===== config.mk =====
export PLATFORM = sky130hd
export DESIGN_NAME = ppu_front
export DESIGN_NICKNAME = d
export VERILOG_FILES = /design/src/rtl/core/ppu_pkg.sv /design/src/rtl/core/ppu_front.sv
export SDC_FILE = /design/constraint.sdc
export NUM_CORES = 1
export LEC_CHECK = 0
export BUFFER_PORTS_ARGS = -buffer_cell sky130_fd_sc_hd__buf_2
export CORE_MARGIN = 3
export CORE_UTILIZATION = 40
export DETAILED_ROUTE_END_ITERATION = 8
export MAX_ROUTING_LAYER = met4
export PLACE_DENSITY = 0.73
export SYNTH_ARGS = -nofsm -noshare
export SYNTH_HDL_FRONTEND = slang
export SYNTH_SLANG_ARGS = --single-unit

===== constraint.sdc =====
create_clock -name clock -period 2.25 [get_ports clock]
set_input_delay 0.45 -clock clock [delete_from_list [all_inputs] [get_ports clock]]
set_output_delay 0.45 -clock clock [all_outputs]
set_load 0.05 [all_outputs]

===== src/rtl/core/ppu_pkg.sv =====
// ----------------------------------------------------------------------------
// ppu_pkg
// Shared types and constants for the picture register port.
// ----------------------------------------------------------------------------
package ppu_pkg;

   localparam int NameDepth   = 2048;
   localparam int ObjDepth    = 256;
   localparam int PalDepth    = 32;
   localparam int QueueDepth  = 2;

   typedef enum logic [1:0] {
      OP_READ   = 2'd0,
      OP_WRITE  = 2'd1,
      OP_STATUS = 2'd2,
      OP_NONE   = 2'd3
   } op_type;

   localparam logic [2:0] REG_CTRL   = 3'd0;
   localparam logic [2:0] REG_MASK   = 3'd1;
   localparam logic [2:0] REG_STATUS = 3'd2;
   localparam logic [2:0] REG_OADDR  = 3'd3;
   localparam logic [2:0] REG_ODATA  = 3'd4;
   localparam logic [2:0] REG_SCROLL = 3'd5;
   localparam logic [2:0] REG_ADDR   = 3'd6;
   localparam logic [2:0] REG_DATA   = 3'd7;

   localparam logic [1:0] MIR_HORIZ = 2'd0;
   localparam logic [1:0] MIR_VERT  = 2'd1;

   localparam logic [0:0] CSR_MIRROR = 1'd0;

   typedef struct packed {
      logic [1:0] op;
      logic [2:0] reg_sel;
      logic [7:0] wdata;
      logic [7:0] ext_rdata;
   } req_type;

   typedef struct packed {
      logic [7:0]  read_data;
      logic        ext_read;
      logic        ext_write;
      logic [13:0] ext_addr;
      logic [7:0]  ext_data;
      logic [14:0] video_addr;
      logic [2:0]  fine_x;
      logic [7:0]  control_byte;
      logic [7:0]  mask_byte;
   } rsp_type;

   // video memory target, classified in the back part
   typedef enum logic [1:0] {
      TGT_NAME = 2'd0,
      TGT_PAL  = 2'd1,
      TGT_EXT  = 2'd2
   } tgt_type;

   // classified word registered into the back part's stage 1
   typedef struct packed {
      req_type     req;
      tgt_type     tgt;
      logic [10:0] name_idx;
      logic [4:0]  pal_idx;
      logic [13:0] ext_addr;
   } cmd_type;

   function automatic logic [4:0] pal_index(input logic [13:0] a);
      logic [4:0] i;
      i = a[4:0];
      if (i[4] && i[1:0] == 2'b00) i[4] = 1'b0;
      return i;
   endfunction

endpackage


===== src/rtl/core/ppu_front.sv =====
// ----------------------------------------------------------------------------
// ppu_front
// Input stage: registers an accepted word into a small queue.
// ----------------------------------------------------------------------------
module ppu_front #(
   parameter int Depth = ppu_pkg::QueueDepth
) (
   input  logic             clock,
   input  logic             reset,
   input  logic             req_valid,
   output logic             req_stall,
   input  ppu_pkg::req_type req_word,
   output logic             q_valid,
   input  logic             q_take,
   output ppu_pkg::req_type q_word
);
   localparam int AW = (Depth > 1) ? $clog2(Depth) : 1;

   ppu_pkg::req_type mem_ff [Depth];
   logic [AW-1:0] wp_ff, wp_in, rp_ff, rp_in;
   logic [AW:0]   cnt_ff, cnt_in;
   logic push, pop;

   assign req_stall = (cnt_ff == (AW+1)'(Depth));
   assign push      = req_valid && !req_stall;
   assign q_valid   = (cnt_ff != '0);
   assign pop       = q_valid && q_take;
   assign q_word    = mem_ff[rp_ff];

   always_comb begin
      wp_in  = push ? ((wp_ff == AW'(Depth-1)) ? '0 : wp_ff + 1'b1) : wp_ff;
      rp_in  = pop  ? ((rp_ff == AW'(Depth-1)) ? '0 : rp_ff + 1'b1) : rp_ff;
      cnt_in = cnt_ff + (AW+1)'(push) - (AW+1)'(pop);
   end

   always_ff @(posedge clock) begin
      if (reset) begin
         wp_ff <= '0; rp_ff <= '0; cnt_ff <= '0;
      end else begin
         wp_ff <= wp_in; rp_ff <= rp_in; cnt_ff <= cnt_in;
      end
      if (push) mem_ff[wp_ff] <= req_word;
   end
endmodule


Yosys cells after proc, flatten, opt, wreduce, memory -nomap -nowiden
Memory sizes are Yosys's and may differ from the RTL's. A register that Yosys moved wholly into a read port is not among the register bits.
Index checks and enable logic that the tools add are counted.
{"block": "classes", "addsub": 4, "eq_ne": 1, "n_mux": 6, "reduce_logical": 4}
{"operator": "$mux W1", "count": 6}
{"operator": "$add A1 B1 Y1 const B", "count": 2}
{"operator": "$add A2 B1 Y2", "count": 1}
{"operator": "$eq A2 B2 Y1 const B", "count": 1}
{"operator": "$logic_and A1 B1 Y1", "count": 2}
{"operator": "$reduce_bool A2 Y1", "count": 1}
{"operator": "$sub A2 B1 Y2", "count": 1}
{"operator": "$logic_not A1 Y1", "count": 1}
{"block": "totals", "regBits": 4, "ram_bits": 42, "output_inout_bits": 23, "wordCells": 19, "memories": 1}
{"name": "mem_ff", "words": 2, "word_bits": 21, "rd": 1, "rd_clocked_by_memory_dff": 1, "wr": 1, "line": "ppu_front.sv:19", "source": "ppu_pkg::req_type mem_ff [Depth];"}

Longest topological paths before layout
Gate-level depths: netlist of run 1.
{"block": "depth", "word_depth": 5, "depth_mapped": 8, "mapped_depth_nobuf": 8}

Worst setup path after synthesis of run 1
No wires, ideal clock.
{"block": "synth_timing", "path_type": "flip-flop to flip-flop", "startpoint": "reg cnt_ff[0]", "endpoint": "mem mem_ff[0][0] in the netlist's numbering, enable pin", "setup_time_ns": 0.376, "arrival_ns": 1.372, "t_required_ns": 1.874, "slack_ns": 0.502, "stages_incl_launch_ff": 5, "path_buffers": 0, "path_cell_list": "dfxtp_1 nand2b_2 inv_2 or3_1 inv_1"}
{"block": "synth_between", "elab_chain_len": 5}
{"item": "start, declared", "line": "ppu_front.sv:21", "source": "logic [AW:0] cnt_ff, cnt_in;"}
{"item": "start signal, assigned", "line": "ppu_front.sv:40", "source": "wp_ff <= wp_in; rp_ff <= rp_in; cnt_ff <= cnt_in;"}
{"item": "$eq A2 B2 Y1", "line": "ppu_front.sv:24", "source": "assign req_stall = (cnt_ff == (AW+1)'(Depth));"}
{"item": "net req_stall", "line": "ppu_front.sv:11", "source": "output logic req_stall,"}
{"item": "$logic_not A1 Y1", "line": "ppu_front.sv:25", "source": "assign push = req_valid && !req_stall;"}
{"item": "$logic_and A1 B1 Y1", "line": "ppu_front.sv:25"}
{"item": "$mux W1", "line": "ppu_front.sv:42", "source": "if (push) mem_ff[wp_ff] <= req_word;"}
{"item": "$mux W1 (implied by the code)", "line": "ppu_front.sv:42"}
{"item": "end, declared", "line": "ppu_front.sv:19"}
The timed path passes the listed nets, and every way through them passes these cells.

==> results.md, run 1 <==
Synthesis:
- The mean area per synthesized cell is 19.0 µm².
- The net count after synthesis is 119.
- The cell area after technology mapping is 1740 µm².
- The share of the yosys chip area belonging to registers is 78.0%.
- The number of warning messages in the yosys log is 0.
- Synthesis inferred 47 register bits.
- In this run, distinct cell masters in the synthesized netlist total 21.
- The synthesized instance count is 92.

Power and ir drop:
- Of the total power, registers draw 41.7%.
- The maximum vdd ir drop is 0.000598 V.
- The power density of the placed cells is 1300 nW/µm².
- The clock network accounts for 16.5% of the total power.
- Net switching is 39.9% of the power.
- Internal power comes to 1.67 mW.
- For this design the static power due to leakage is 0.850 nW.
- Summed over all nets, the switching power comes to 1.11 mW.
- Combinational cells account for 41.7% of the total power.

Place:
- At the end of routability-driven placement, the weighted congestion stood at 0.692.
- The wire-length estimate of the detail-placed layout is 2080 µm.
- Counting tap cells, the placed design contains a total of 191 instances.
- The number of port buffers is 47.
- The placed standard-cell area is 2060 µm².

Global route:
- Across every metal layer, demand over resource in global routing totals 12.1%.
- The number of antenna violations at the first check in global routing is 0.
- The pin count of the biggest net entering global routing is 22.
- Global routing finished with a remaining overflow of 0.
- The first-pass GRT wire length is 4510 µm.
- The number of global-route vias before repair is 978.

Floorplan:
- The overall die height is 72.0 µm.
- The die footprint is 5190 µm².
- After floorplanning, the core was sized to cover 4120 µm².
- The top-level port count is 48.
- The die is 72.0 µm wide.
- The initial core utilization is 42.4%.
- The cell row count is 23.

Timing:
- The number of max-slew violations in the final report is 0.
- Setup repair after global routing left no endpoint under its margin.
- Based on the critical path, the design can be clocked at up to 0.545 GHz.
- The setup total negative slack is 0 ns.
- Clock skew on the completed layout was measured at 0.00383 ns.
- Setup violations remaining at the end of the flow were counted as 0.
- The final clock period utilization by the worst path is 81.5%.
- The routed design could run at a clock period as short as 1.83 ns.
- The number of failing hold endpoints at the final stage came to 0.
- The actual transition at the worst max-transition pin is 0.510 ns.
- The worst max-slew margin expressed relative to the limit is 66.0%.

Clock network:
- The H-tree depth reported by CTS is 2.
- The number of gates resized after CTS was 0.
- The clock reaches the later pin of the worst-skew pair after 0.29 ns.
- The cts-stage hold buffer count is 0.
- After clock tree synthesis, the clock-pin slew on the worst setup and hold paths is 0.08 ns.
- TritonCTS built the clock tree.
- The count of clock tree sinks is 47.
- Once the clock tree was built, the setup fixing pass inserted 0 buffers.
- The cell sitting at the root of the clock tree is a clkbuf_8.
- TritonCTS created 5 clock buffers.
- Counting along the longest clock path gives a buffer depth of 2.

Drt:
- The vias per cell is 4.68.
- The number of violations reported at the end of detailed-routing iteration 0 is 27.
- Once detail routing completed, the nets flagged for antenna violations numbered 0.
- The first TritonRoute pass finished after 4 iterations.
- The DRC violations left is 0.
- The total via count after detailed routing is 931.
- The routed wirelength normalized by instance count is 14.2 µm.
- The sum of routed wire length over all layers is 2820 µm.

Run:
- The number of max-capacitance violations reported is 0.

Setup path:
- The worst setup path is launched from a flip-flop.
- Data on the critical path arrives at its endpoint at 1.38 ns.
- The critical path required time is 1.80 ns.
- The critical setup path kind is flip-flop to primary output.
- Along the worst path, the maximum fanout reaches 11.
- The setup check on the worst reg-to-reg path leaves a slack of 0.59 ns.
- The endpoint class of the critical path is a primary output.

Finish:
- Leaving out fill and tap cells, the most frequent cells in the layout are buf_2, edfxtp_1, mux2_2, dfxtp_1, clkbuf_8.
- The finished cells cover 2150 µm².
- The layout-stage area growth over the synthesis result is 23.0%.
- After the flow finishes, the layout carries non-filler instances totaling 199.
- The final net count is 175.
- 0 antenna diodes ended up in the layout.
- Leaving out fill and tap cells, the most frequent cell in the layout is buf_2.
- Cells with a size suffix above 1 make up 56.4% of the layout.

Status:
- The flow ran to the end, and the final reports show no timing, DRC or antenna violations.

Hold path:
- The tightest min-delay check is of the primary input to flip-flop type.
==> synth_stat cells <==
master | instances | area, µm²
and3_2 | 1 | 7.51
nor2_1 | 3 | 11.3
ha_1 | 2 | 25.0
dfxtp_1 | 5 | 100
inv_2 | 1 | 3.75
mux2_2 | 21 | 236
and2_1 | 1 | 6.26
xor2_1 | 1 | 8.76
o21ai_0 | 1 | 5.00
nor2b_1 | 1 | 6.26
a21oi_1 | 1 | 5.00
xnor2_1 | 1 | 8.76
nand2b_2 | 1 | 8.76
or2_2 | 1 | 6.26
nand2_1 | 1 | 3.75
buf_2 | 2 | 10.0
inv_1 | 3 | 11.3
o21a_1 | 1 | 7.51
edfxtp_1 | 42 | 1260
nor3_1 | 1 | 5.00
or3_1 | 1 | 6.26
==> cell families after synthesis <==
family                   after synthesis  share of synthesized area, %
AO/OA/AOI/OAI                          3                          1.00
XOR/XNOR                               2                          1.00
adder cells (fa/ha/maj)                2                          1.43
buffers and inverters                  6                          1.43
flip-flops                            47                          78.0
multiplexers                          21                          13.6
AND/OR/NAND/NOR                       11                          3.52
==> routing by layer <==
metal  vias up  routed length (µm)  global-route usage [%]
li1        455                   -                       -
met1       449                1120                    12.2
met2        25                1520                    20.9
met3         2                 167                    4.85
met4         0                  17                    4.38
met5         -                   0                       -
==> area by class of cell <==
| class | count | area (µm²) |
|---|---|---|
| inverters | 4 | 15.0 |
| multi-input cells | 39 | 358 |
| flip-flops and latches | 47 | 1360 |
| fillers | 362 | 1970 |
| clock buffers | 5 | 68.8 |
| repair buffers | 51 | 265 |
| clock inverters | 3 | 15.0 |
| well taps | 50 | 62.6 |
==> critical path, stage by stage, from the launching register on <==
cell,delay [ns]
dfxtp_1,0.33
buf_4,0.19
mux2_2,0.36
buf_2,0.21
==> through the flow <==
step	setup slack (ns)	power (mW)	hold slack (ns)	utilization (%)
floorplan	0.502	2.10	0.451	-
global placement	0.520	2.33	0.484	50.1
detailed placement	0.497	2.36	0.490	50.1
CTS	0.391	2.83	0.331	52.1
global route	0.346	2.93	0.330	52.1
finish	0.415	2.79	0.346	52.1
==> path summary, 6_finish.rpt <==
| check | startpoint | endpoint | cells after the start |
|---|---|---|---|
| max | flip-flop | q_word[8] | 3 |
| min | req_word[15] | mem_ff[0][15] | 1 |
| max reg2reg | cnt_ff[0] | mem_ff[0][9] | 5 |
| min reg2reg | wp_ff | wp_ff | 2 |
==> sequential cells by signal (all words and copies together) (netlist names), named ones only <==
| name | flops |
|---|---|
| wp_ff | 1 |
| cnt_ff | 2 |
| mem_ff | 42 |
| rp_ff | 1 |
==> power by group through the flow <==
stage	Sequential (mW)	Clock (mW)	Combinational (mW)
floorplan	1.17	0	0.925
global placement	1.18	0	1.15
detailed placement	1.19	0	1.18
CTS	1.17	0.481	1.18
global route	1.18	0.511	1.24
finish	1.16	0.461	1.16
Power figures use the tool's default switching activity.
==> run 2: changes to the inputs <==
--- a/config.mk
+++ b/config.mk
@@ -10,7 +10,7 @@
 export CORE_UTILIZATION = 40
 export DETAILED_ROUTE_END_ITERATION = 8
 export MAX_ROUTING_LAYER = met4
-export PLACE_DENSITY = 0.73
+export PLACE_DENSITY = 0.75
 export SYNTH_ARGS = -nofsm -noshare
 export SYNTH_HDL_FRONTEND = slang
 export SYNTH_SLANG_ARGS = --single-unit
==> constraint.sdc (replaced) <==
create_clock -name clock -period 1.5 [get_ports clock]
set_input_delay 0.3 -clock clock [delete_from_list [all_inputs] [get_ports clock]]
set_output_delay 0.3 -clock clock [all_outputs]
set_load 0.05 [all_outputs]
==> run 2 against run 1 <==
Net effect:
- the flow now finishes with violations (negative setup slack)
- flip-flop and latch count stayed put
- register-to-register slack got worse by 0.66 ns
- first-iteration DRC count up 130%
- clock power increased by 52%
- final area increased by 24%
- hold slack worse by 0.15 ns
- sequential share of layout area decreased by 12 points
==> results.md, run 2 (synthesis results as in run 1) <==
Finish:
- The leading cell type in the layout, fill and taps excluded is edfxtp_1.
- Summing all flip-flop and latch instances after layout gives 1370 µm².
- The largest registers in the layout are mem_ff (42), cnt_ff (2).
- Cells with a size suffix above 1 make up 63.7% of the layout.
- The largest register by flop count is mem_ff.
- The area occupied by multi-input gates is 484 µm².
- The core occupancy in the finished layout is 64.6%.
- Summing all non-filler instances in the final layout gives an area of 2660 µm².
- Fill cells in the final layout number 285.
- The layout-stage area growth over the synthesis result is 52.4%.
- The number of flip-flops in the largest register is 42.
- The library cells used most frequently in the layout, excluding fill and tap cells, are edfxtp_1, buf_8, buf_2, mux2_4, clkbuf_8.
- The diode insertion count for antenna repair is 0.
- The final net count is 183.

Clock network:
- TritonCTS built the clock tree.
- No sink is reached through more buffers than the 2 on the longest clock path.
- The tree is rooted in a clkbuf_8.
- The clock-pin transition on the worst setup and hold timing paths is 0.08 ns.
- Clock latency on the worst-skew pair, taken at its later pin, is 0.29 ns.
- Hold repair after CTS inserted 0 buffers.
- The number of clock buffers added by TritonCTS is 5.
- The H-tree was split into 2 levels.
- For this design, the sink count on the clock tree is 47.

Power and ir drop:
- The maximum vdd ir drop is 0.00110 V.
- Overall power consumption after layout is estimated at 5.39 mW.
- The leakage component of the power is 1.06 nW.
- For this design the ratio of total power to cell area is 2030 nW/µm².

Setup path:
- The depth of the critical timing path with buffers and inverters included is 3.
- The cell seen most often among critical-path stages is buf_8.
- The largest single stage delay on the critical path is 0.42 ns.
- The worst register-to-register path ends at cnt_ff[1].
- Of all nets on the critical path, the largest fanout is 6.
- The cell family contributing the most delay on the critical path is flip-flops.
- The reg-to-reg setup timing slack is -0.07 ns.
- The data arrival time at the worst-slack endpoint is 1.33 ns.
- Among all stages on the critical path, the largest delay is contributed by dfxtp_4.
- The worst setup path is launched from a flip-flop.
- The signal on the critical path passes through buf_8 -> mux2_4 -> buf_8.
- For the worst setup path, the data required time is 1.20 ns.
- The endpoint of the worst setup timing path is q_word[8].
- By startpoint and endpoint, the worst setup path is classified as flip-flop to primary output.
- The count of cells along the worst register-to-register path is 7.
- The startpoint of the worst-slack reg-to-reg timing path is cnt_ff[1].
- The number of buffers and inverters on the critical path is 2.
- The endpoint class of the critical path is a primary output.

Drt:
- The DRC violations left is 0.
- Summing over every cut layer, the via total after detailed routing is 999.
- The total iterations of the first detailed-routing run is 4.
- The count of nets left with antenna violations once routing finished came out at 0.
- The number of violations reported at the end of detailed-routing iteration 0 is 62.
- Dividing the detail-routed wire length by the instance count gives 17.1 µm.
- The sum of routed wire length over all layers is 3530 µm.
- Using the TritonRoute via totals, the vias-per-cell ratio works out to 4.83.

Floorplan:
- The initial utilization of the core area, before any placement, comes to 42.4%.
- For this design the top-level I/O count stands at 48.
- The die is 72.0 µm tall.
- The floorplan die width is 72.0 µm.
- The die footprint is 5190 µm².
- In this run the core area contains 23 standard-cell rows.
- The region available for standard cell placement spans 4120 µm².

Global route:
- Across every metal layer, demand over resource in global routing totals 15.0%.
- The number of antenna violations at the first check in global routing came to 0.
- Entering global routing, the biggest net connects 22 pins.
- The number of global-route vias before repair is 1,149.
- The total congestion overflow after global routing is 0.
- The first global-routing pass estimated 5510 µm of wire.

Timing:
- At the pin with the least slew margin, the transition time is 0.184 ns.
- The number of failing hold endpoints at the final stage was 0.
- The peak clock frequency supported by timing is 0.614 GHz.
- Hold timing on the final database bottoms out at a slack of 0.197 ns.
- The number of max-slew violations in the final report is 0.
- Setup repair after global routing could not meet its margin everywhere.
- The worst max-slew margin expressed relative to the limit is 87.7%.
- The final period demand of the worst path is 1.63 ns.
- Between clock sinks in the finished design, the worst skew comes to 0.00913 ns.
- The final critical path takes up 109% of the cycle.
- The smallest setup slack after layout is -0.129 ns.
- Setup violations remaining at the end of the flow were counted as 22.

Run:
- The number of max-capacitance violations reported is 0.

Status:
- The final reports fail on negative setup slack.
- The run finished, with violations left.

Place:
- The total half-perimeter wirelength after legalization and detailed placement is 2280 µm.
- The placed standard-cell area is 2150 µm².
- The number of port buffers is 47.
- The last weighted congestion value of the routability-driven placer is 0.665.

Hold path:
- The type of the tightest min-delay check is primary input to flip-flop.
==> run 2: area by class of cell <==
| cell class | count | share of cell area, % |
|---|---|---|
| clock buffers | 7 | 2.87 |
| flip-flops and latches | 47 | 51.6 |
| inverters | 4 | 0.895 |
| clock inverters | 1 | 0.188 |
| repair buffers | 59 | 23.9 |
| multi-input cells | 39 | 18.2 |
| well taps | 50 | 2.35 |
==> run 2: worst min-delay path by stage <==
stage | slack, ns | depth (start not counted) | to | start
6_report | 0.20 | 1 | mem_ff[0][10] | req_word[10]
5_1_grt | 0.18 | 1 | mem_ff[0][12] | req_word[12]
4_1_cts | 0.19 | 1 | mem_ff[1][15] | req_word[15]
3_5_place_dp | 0.48 | 2 | wp_ff | wp_ff
3_3_place_gp | 0.48 | 2 | wp_ff | wp_ff
2_1_floorplan | 0.37 | 1 | wp_ff | reset
==> run 2: stage by stage <==
| stage | setup slack (ns) | TNS (ns) | std cells |
|---|---|---|---|
| after floorplan | 0.00214 | 0 | 92 |
| after global placement | 0.0240 | 0 | 195 |
| after detailed placement | -0.107 | -0.107 | 195 |
| after CTS | -0.146 | -2.83 | 207 |
| after global routing | -0.180 | -4.71 | 207 |
| final | -0.129 | -2.50 | 207 |
==> run 2: report_power, final <==
part	internal, mW	total, mW	switching (mW)	leakage [nW]
registers	1.69	1.81	0.115	0.435
logic	1.40	2.88	1.48	0.578
clock network	0.327	0.700	0.373	0.0422
==> run 2: metal layers <==
| metal | track usage (%) | vias up | share of wire [%] |
|---|---|---|---|
| li1 | - | 470 | - |
| met1 | 14.8 | 493 | 37 |
| met2 | 28.5 | 31 | 57 |
| met3 | 4.29 | 5 | 4.1 |
| met4 | 3.76 | 0 | 1.1 |
| met5 | - | - | 0 |
==> run 2: timing repair <==
item / CTS / global route
buffers inserted: 2 / 0
pin swaps: 4 / 5
cloned: 2 / 0
resized for setup: 99 / 11
hold endpoints to repair: 0 / 0
setup endpoints to repair: 23 / 45
==> run 2: worst register-to-register path, cell delays in order (launching register included) <==
cell     delay (ns)
dfxtp_4        0.36
o21a_1         0.22
ha_4           0.28
inv_2          0.04
ha_4           0.15
xor2_2         0.17
and2_1         0.15
nor3_1         0.11
==> run 3: changes to the inputs <==
--- a/config.mk
+++ b/config.mk
@@ -5,6 +5,7 @@
 export SDC_FILE = /design/constraint.sdc
 export NUM_CORES = 1
 export LEC_CHECK = 0
+export ABC_AREA = 1
 export BUFFER_PORTS_ARGS = -buffer_cell sky130_fd_sc_hd__buf_2
 export CORE_MARGIN = 3
 export CORE_UTILIZATION = 40
==> run 3 against run 2 <==
Net effect:
- the run still ends with negative setup slack left
- final area decreased by 3.1%
- maximum frequency increased by 2.0%
- sequential share of layout area increased by 1.6 points
- critical path depth unchanged
- critical path type unchanged
- highest routed layer unchanged
- synthesized cell count increased by 13%
==> results.md, run 3 <==
Synthesis:
- Yosys attributes the largest share of cell area to edfxtp_1, mux2_4, dfxtp_1, inv_1, nor2_1.
- In this run, synthesis produced a sequential element count of 47.
- The mapped netlist covers 1850 µm².
- Counting every net in the synthesized netlist gives 131.
- The fraction of synthesized cell area taken by the top area cell type is 68.3%.
- The cell type contributing the most total cell area after synthesis is edfxtp_1.
- For this run, asynchronously set or reset flops after synthesis account for 0%.
- The number of warning messages in the yosys log is 0.
- The synthesized instance count is 104.
- Counting distinct cell types in the post-synthesis netlist gives 11.
- Averaged over all synthesized cells, the footprint is 17.8 µm².
- The number of enable-type register cells in the synthesized netlist is 42.
- In the post-synthesis netlist, the cell with the most instances is edfxtp_1.
- Of the synthesized area, sequential elements account for 73.7%.
- Among all flip-flop cells after synthesis, the most frequent one is edfxtp_1.
- After synthesis, the most frequently instantiated cells are edfxtp_1, mux2_4, inv_1.

Floorplan:
- The cell row count is 24.
- The die footprint is 5470 µm².
- From bottom edge to top edge, the die measures 73.9 µm.
- During I/O placement, the number of pins put on the boundary was 48.
- The initial core utilization is 41.8%.
- The die is 73.9 µm wide.
- The placeable core region is 4410 µm².

Power and ir drop:
- Sequential cells burn 35.9% of the power.
- Power comes to 4.99 mW.
- The maximum vdd ir drop is 0.00104 V.
- For this design the total switching power over the nets is 1.83 mW.
- Combinational cells account for 46.5% of the total power.
- The leakage component of the power is 1.06 nW.
- Net switching is 36.6% of the power.
- Internal power comes to 3.16 mW.
- For this design the ratio of total power to cell area is 1940 nW/µm².
- The part of the total power dissipated in the clock network is 17.6%.

Place:
- Buffers placed on the I/O ports in this run total 47.
- Once placement finished, the instance area stood at 2210 µm².
- The total half-perimeter wirelength after legalization and detailed placement is 2250 µm.
- The worst setup timing slack at the placement stage is -0.0535 ns.
- Routability-driven placement finished with a final weighted congestion of 0.754.

Drt:
- For this run, design rule violations remaining after detail routing come to 0.
- For this block, the routed nets add up to 3290 µm of wire.
- In the final routed layout, each cell accounts on average for 15.0 µm.
- The detailed router placed 1,017 vias in this run.
- In the routed layout, each cell is associated on average with a via count of 4.64.
- The first detailed-routing pass ran for 4 iterations.
- For this block, the initial DRC count from the detailed router was 89.
- The post-detailed-route count of antenna-violating nets is 0.

Run:
- Across the run, the number of max-cap violations was 0.

Clock network:
- Counting every sink on the clock net gives 47.
- TritonCTS built the clock tree.
- The cts-stage hold buffer count is 0.
- The number of buffers inserted during clock tree synthesis is 5.
- The clock-pin transition on the worst setup and hold timing paths is 0.08 ns.
- The cell at the root of the clock tree is clkbuf_8.
- The H-tree was split into 2 levels.
- The buffer levels on the longest clock path is 2.
- The later-pin clock latency in the skew report is 0.29 ns.

Setup path:
- The worst setup path is launched from a flip-flop.
- The critical setup path kind is flip-flop to primary output.
- The endpoint class of the critical path is a primary output.
- The endpoint of the worst setup timing path is q_word[16].
- The reg-to-reg critical path endpoint is cnt_ff[1].
- At the worst endpoint, the required time is 1.20 ns.
- The startpoint identified for the worst register-to-register timing path is cnt_ff[0].
- The reg-to-reg setup timing slack is 0.06 ns.
- Data on the critical path arrives at its endpoint at 1.30 ns.
- Of all nets on the critical path, the largest fanout is 5.
- The count of cells along the worst register-to-register path is 10.

Finish:
- The register with the most flip-flops in the layout has 42 of them.
- The layout has 351 filler cells.
- The largest registers in the layout are mem_ff (42), cnt_ff (2).
- The leading cell type in the layout, fill and taps excluded is edfxtp_1.
- In the final layout, the share of cells above drive strength 1 is 60.5%.
- The diode insertion count for antenna repair is 0.
- Once layout is complete, the utilization of the core stands at 58.4%.
- The register with the most flip-flops in the final layout is mem_ff.
- In the layout the commonest cells are edfxtp_1, buf_2, buf_6, mux2_4, inv_1.
- Relative to the synthesized area, the layout overhead comes to 39.5%.
- The final layout contains 193 nets.
- The design area is 2580 µm².
- The area of all sequential standard cells is 1370 µm².
- The multi-input combinational cells in the finished layout cover a total of 500 µm².

Global route:
- The first-pass GRT wire length is 4930 µm.
- The overall routing resource usage is 12.6%.
- The number of global-route vias before repair is 1,084.
- The number of antenna violations at the first check in global routing is 0.
- The total congestion overflow after global routing is 0.
- Entering global routing, the biggest net connects 22 pins.

Timing:
- The number of failing hold endpoints at the final stage came to 0.
- Setup repair after global routing could not meet its margin everywhere.
- The worst max-slew margin expressed relative to the limit is 83.4%.
- The final period demand of the worst path is 1.60 ns.
- The final clock period utilization by the worst path is 107%.
- Between clock sinks in the finished design, the worst skew comes to 0.00300 ns.
- For the pin with the worst max-slew slack, the measured transition is 0.250 ns.
- The number of max-slew violations in the final report is 0.
- The smallest setup slack after layout is -0.0977 ns.
- The peak clock frequency supported by timing is 0.626 GHz.
- The final number of setup-violating endpoints is 21.

Status:
- The checks that failed: negative setup slack.
- The run finished, with violations left.

Hold path:
- The cell depth of the worst min-delay path is 2.
- The type of the tightest min-delay check is primary input to flip-flop.
## run 3: worst min path at each step
stage | start | end | slack, ns
global placement | reset | cnt_ff[0] | 0.47
detailed placement | reset | cnt_ff[0] | 0.48
CTS | reset | cnt_ff[0] | 0.16
finish | reset | cnt_ff[0] | 0.16
floorplan | reset | cnt_ff[0] | 0.37
global route | reset | cnt_ff[0] | 0.16
## run 3: cells by family (layout without fill, tap and decap cells)
| family | after synthesis | after routing | share of synthesized area (%) |
|---|---|---|---|
| buffers and inverters | 12 | 75 | 3.25 |
| AOI/OAI and AO/OA | 2 | 2 | 0.542 |
| and+or+nand+nor | 20 | 20 | 4.27 |
| DFF | 47 | 47 | 73.7 |
| muxes | 21 | 21 | 16.9 |
| adders and majority gates | 2 | 2 | 1.35 |
## run 3: what timing repair did
item / CTS / global route
setup buffers: 2 / 0
endpoints found under the setup margin: 23 / 23
resized for setup: 57 / 17
hold endpoints to repair: 0 / 0
cloned: 1 / 0
pin swaps: 1 / 9
## run 3: power by group through the flow
stage / sequential (mW) / clock (mW) / combinational (mW)
3_5_place_dp: 1.77 / 0 / 1.82
6_report: 1.79 / 0.878 / 2.32
3_3_place_gp: 1.76 / 0 / 1.76
5_1_grt: 1.81 / 0.964 / 2.45
4_1_cts: 1.76 / 0.903 / 2.19
2_1_floorplan: 1.75 / 0 / 1.42
## run 3: worst max-delay path: stages (launching register included)
cell	delay, ns
dfxtp_4	0.39
buf_6	0.15
mux2_4	0.31
buf_6	0.15
## run 3: layer usage
| layer | vias up | track usage [%] | share of wire [%] |
|---|---|---|---|
| met5 | - | - | 0 |
| met4 | 0 | 4.23 | 2.1 |
| met3 | 6 | 2.97 | 5.3 |
| met2 | 35 | 22.7 | 55 |
| met1 | 476 | 13.5 | 38 |
| li1 | 500 | - | - |
## run 3: area by class of cell
cell class	instances	share of cell area (%)
repair buffers	57	19.3
inverters	10	1.46
clock inverters	1	1.17
well taps	52	2.53
clock buffers	7	2.96
flip-flops and latches	47	53.2
multi-input cells	45	19.4
## run 3: per-stage QoR
stage	cells	hold slack (ns)	setup TNS [ns]
2_1_floorplan	104	0.371	0
3_3_place_gp	208	0.470	0
3_5_place_dp	208	0.483	-0.0535
4_1_cts	219	0.157	-2.10
5_1_grt	219	0.158	-2.65
6_report	219	0.164	-1.82
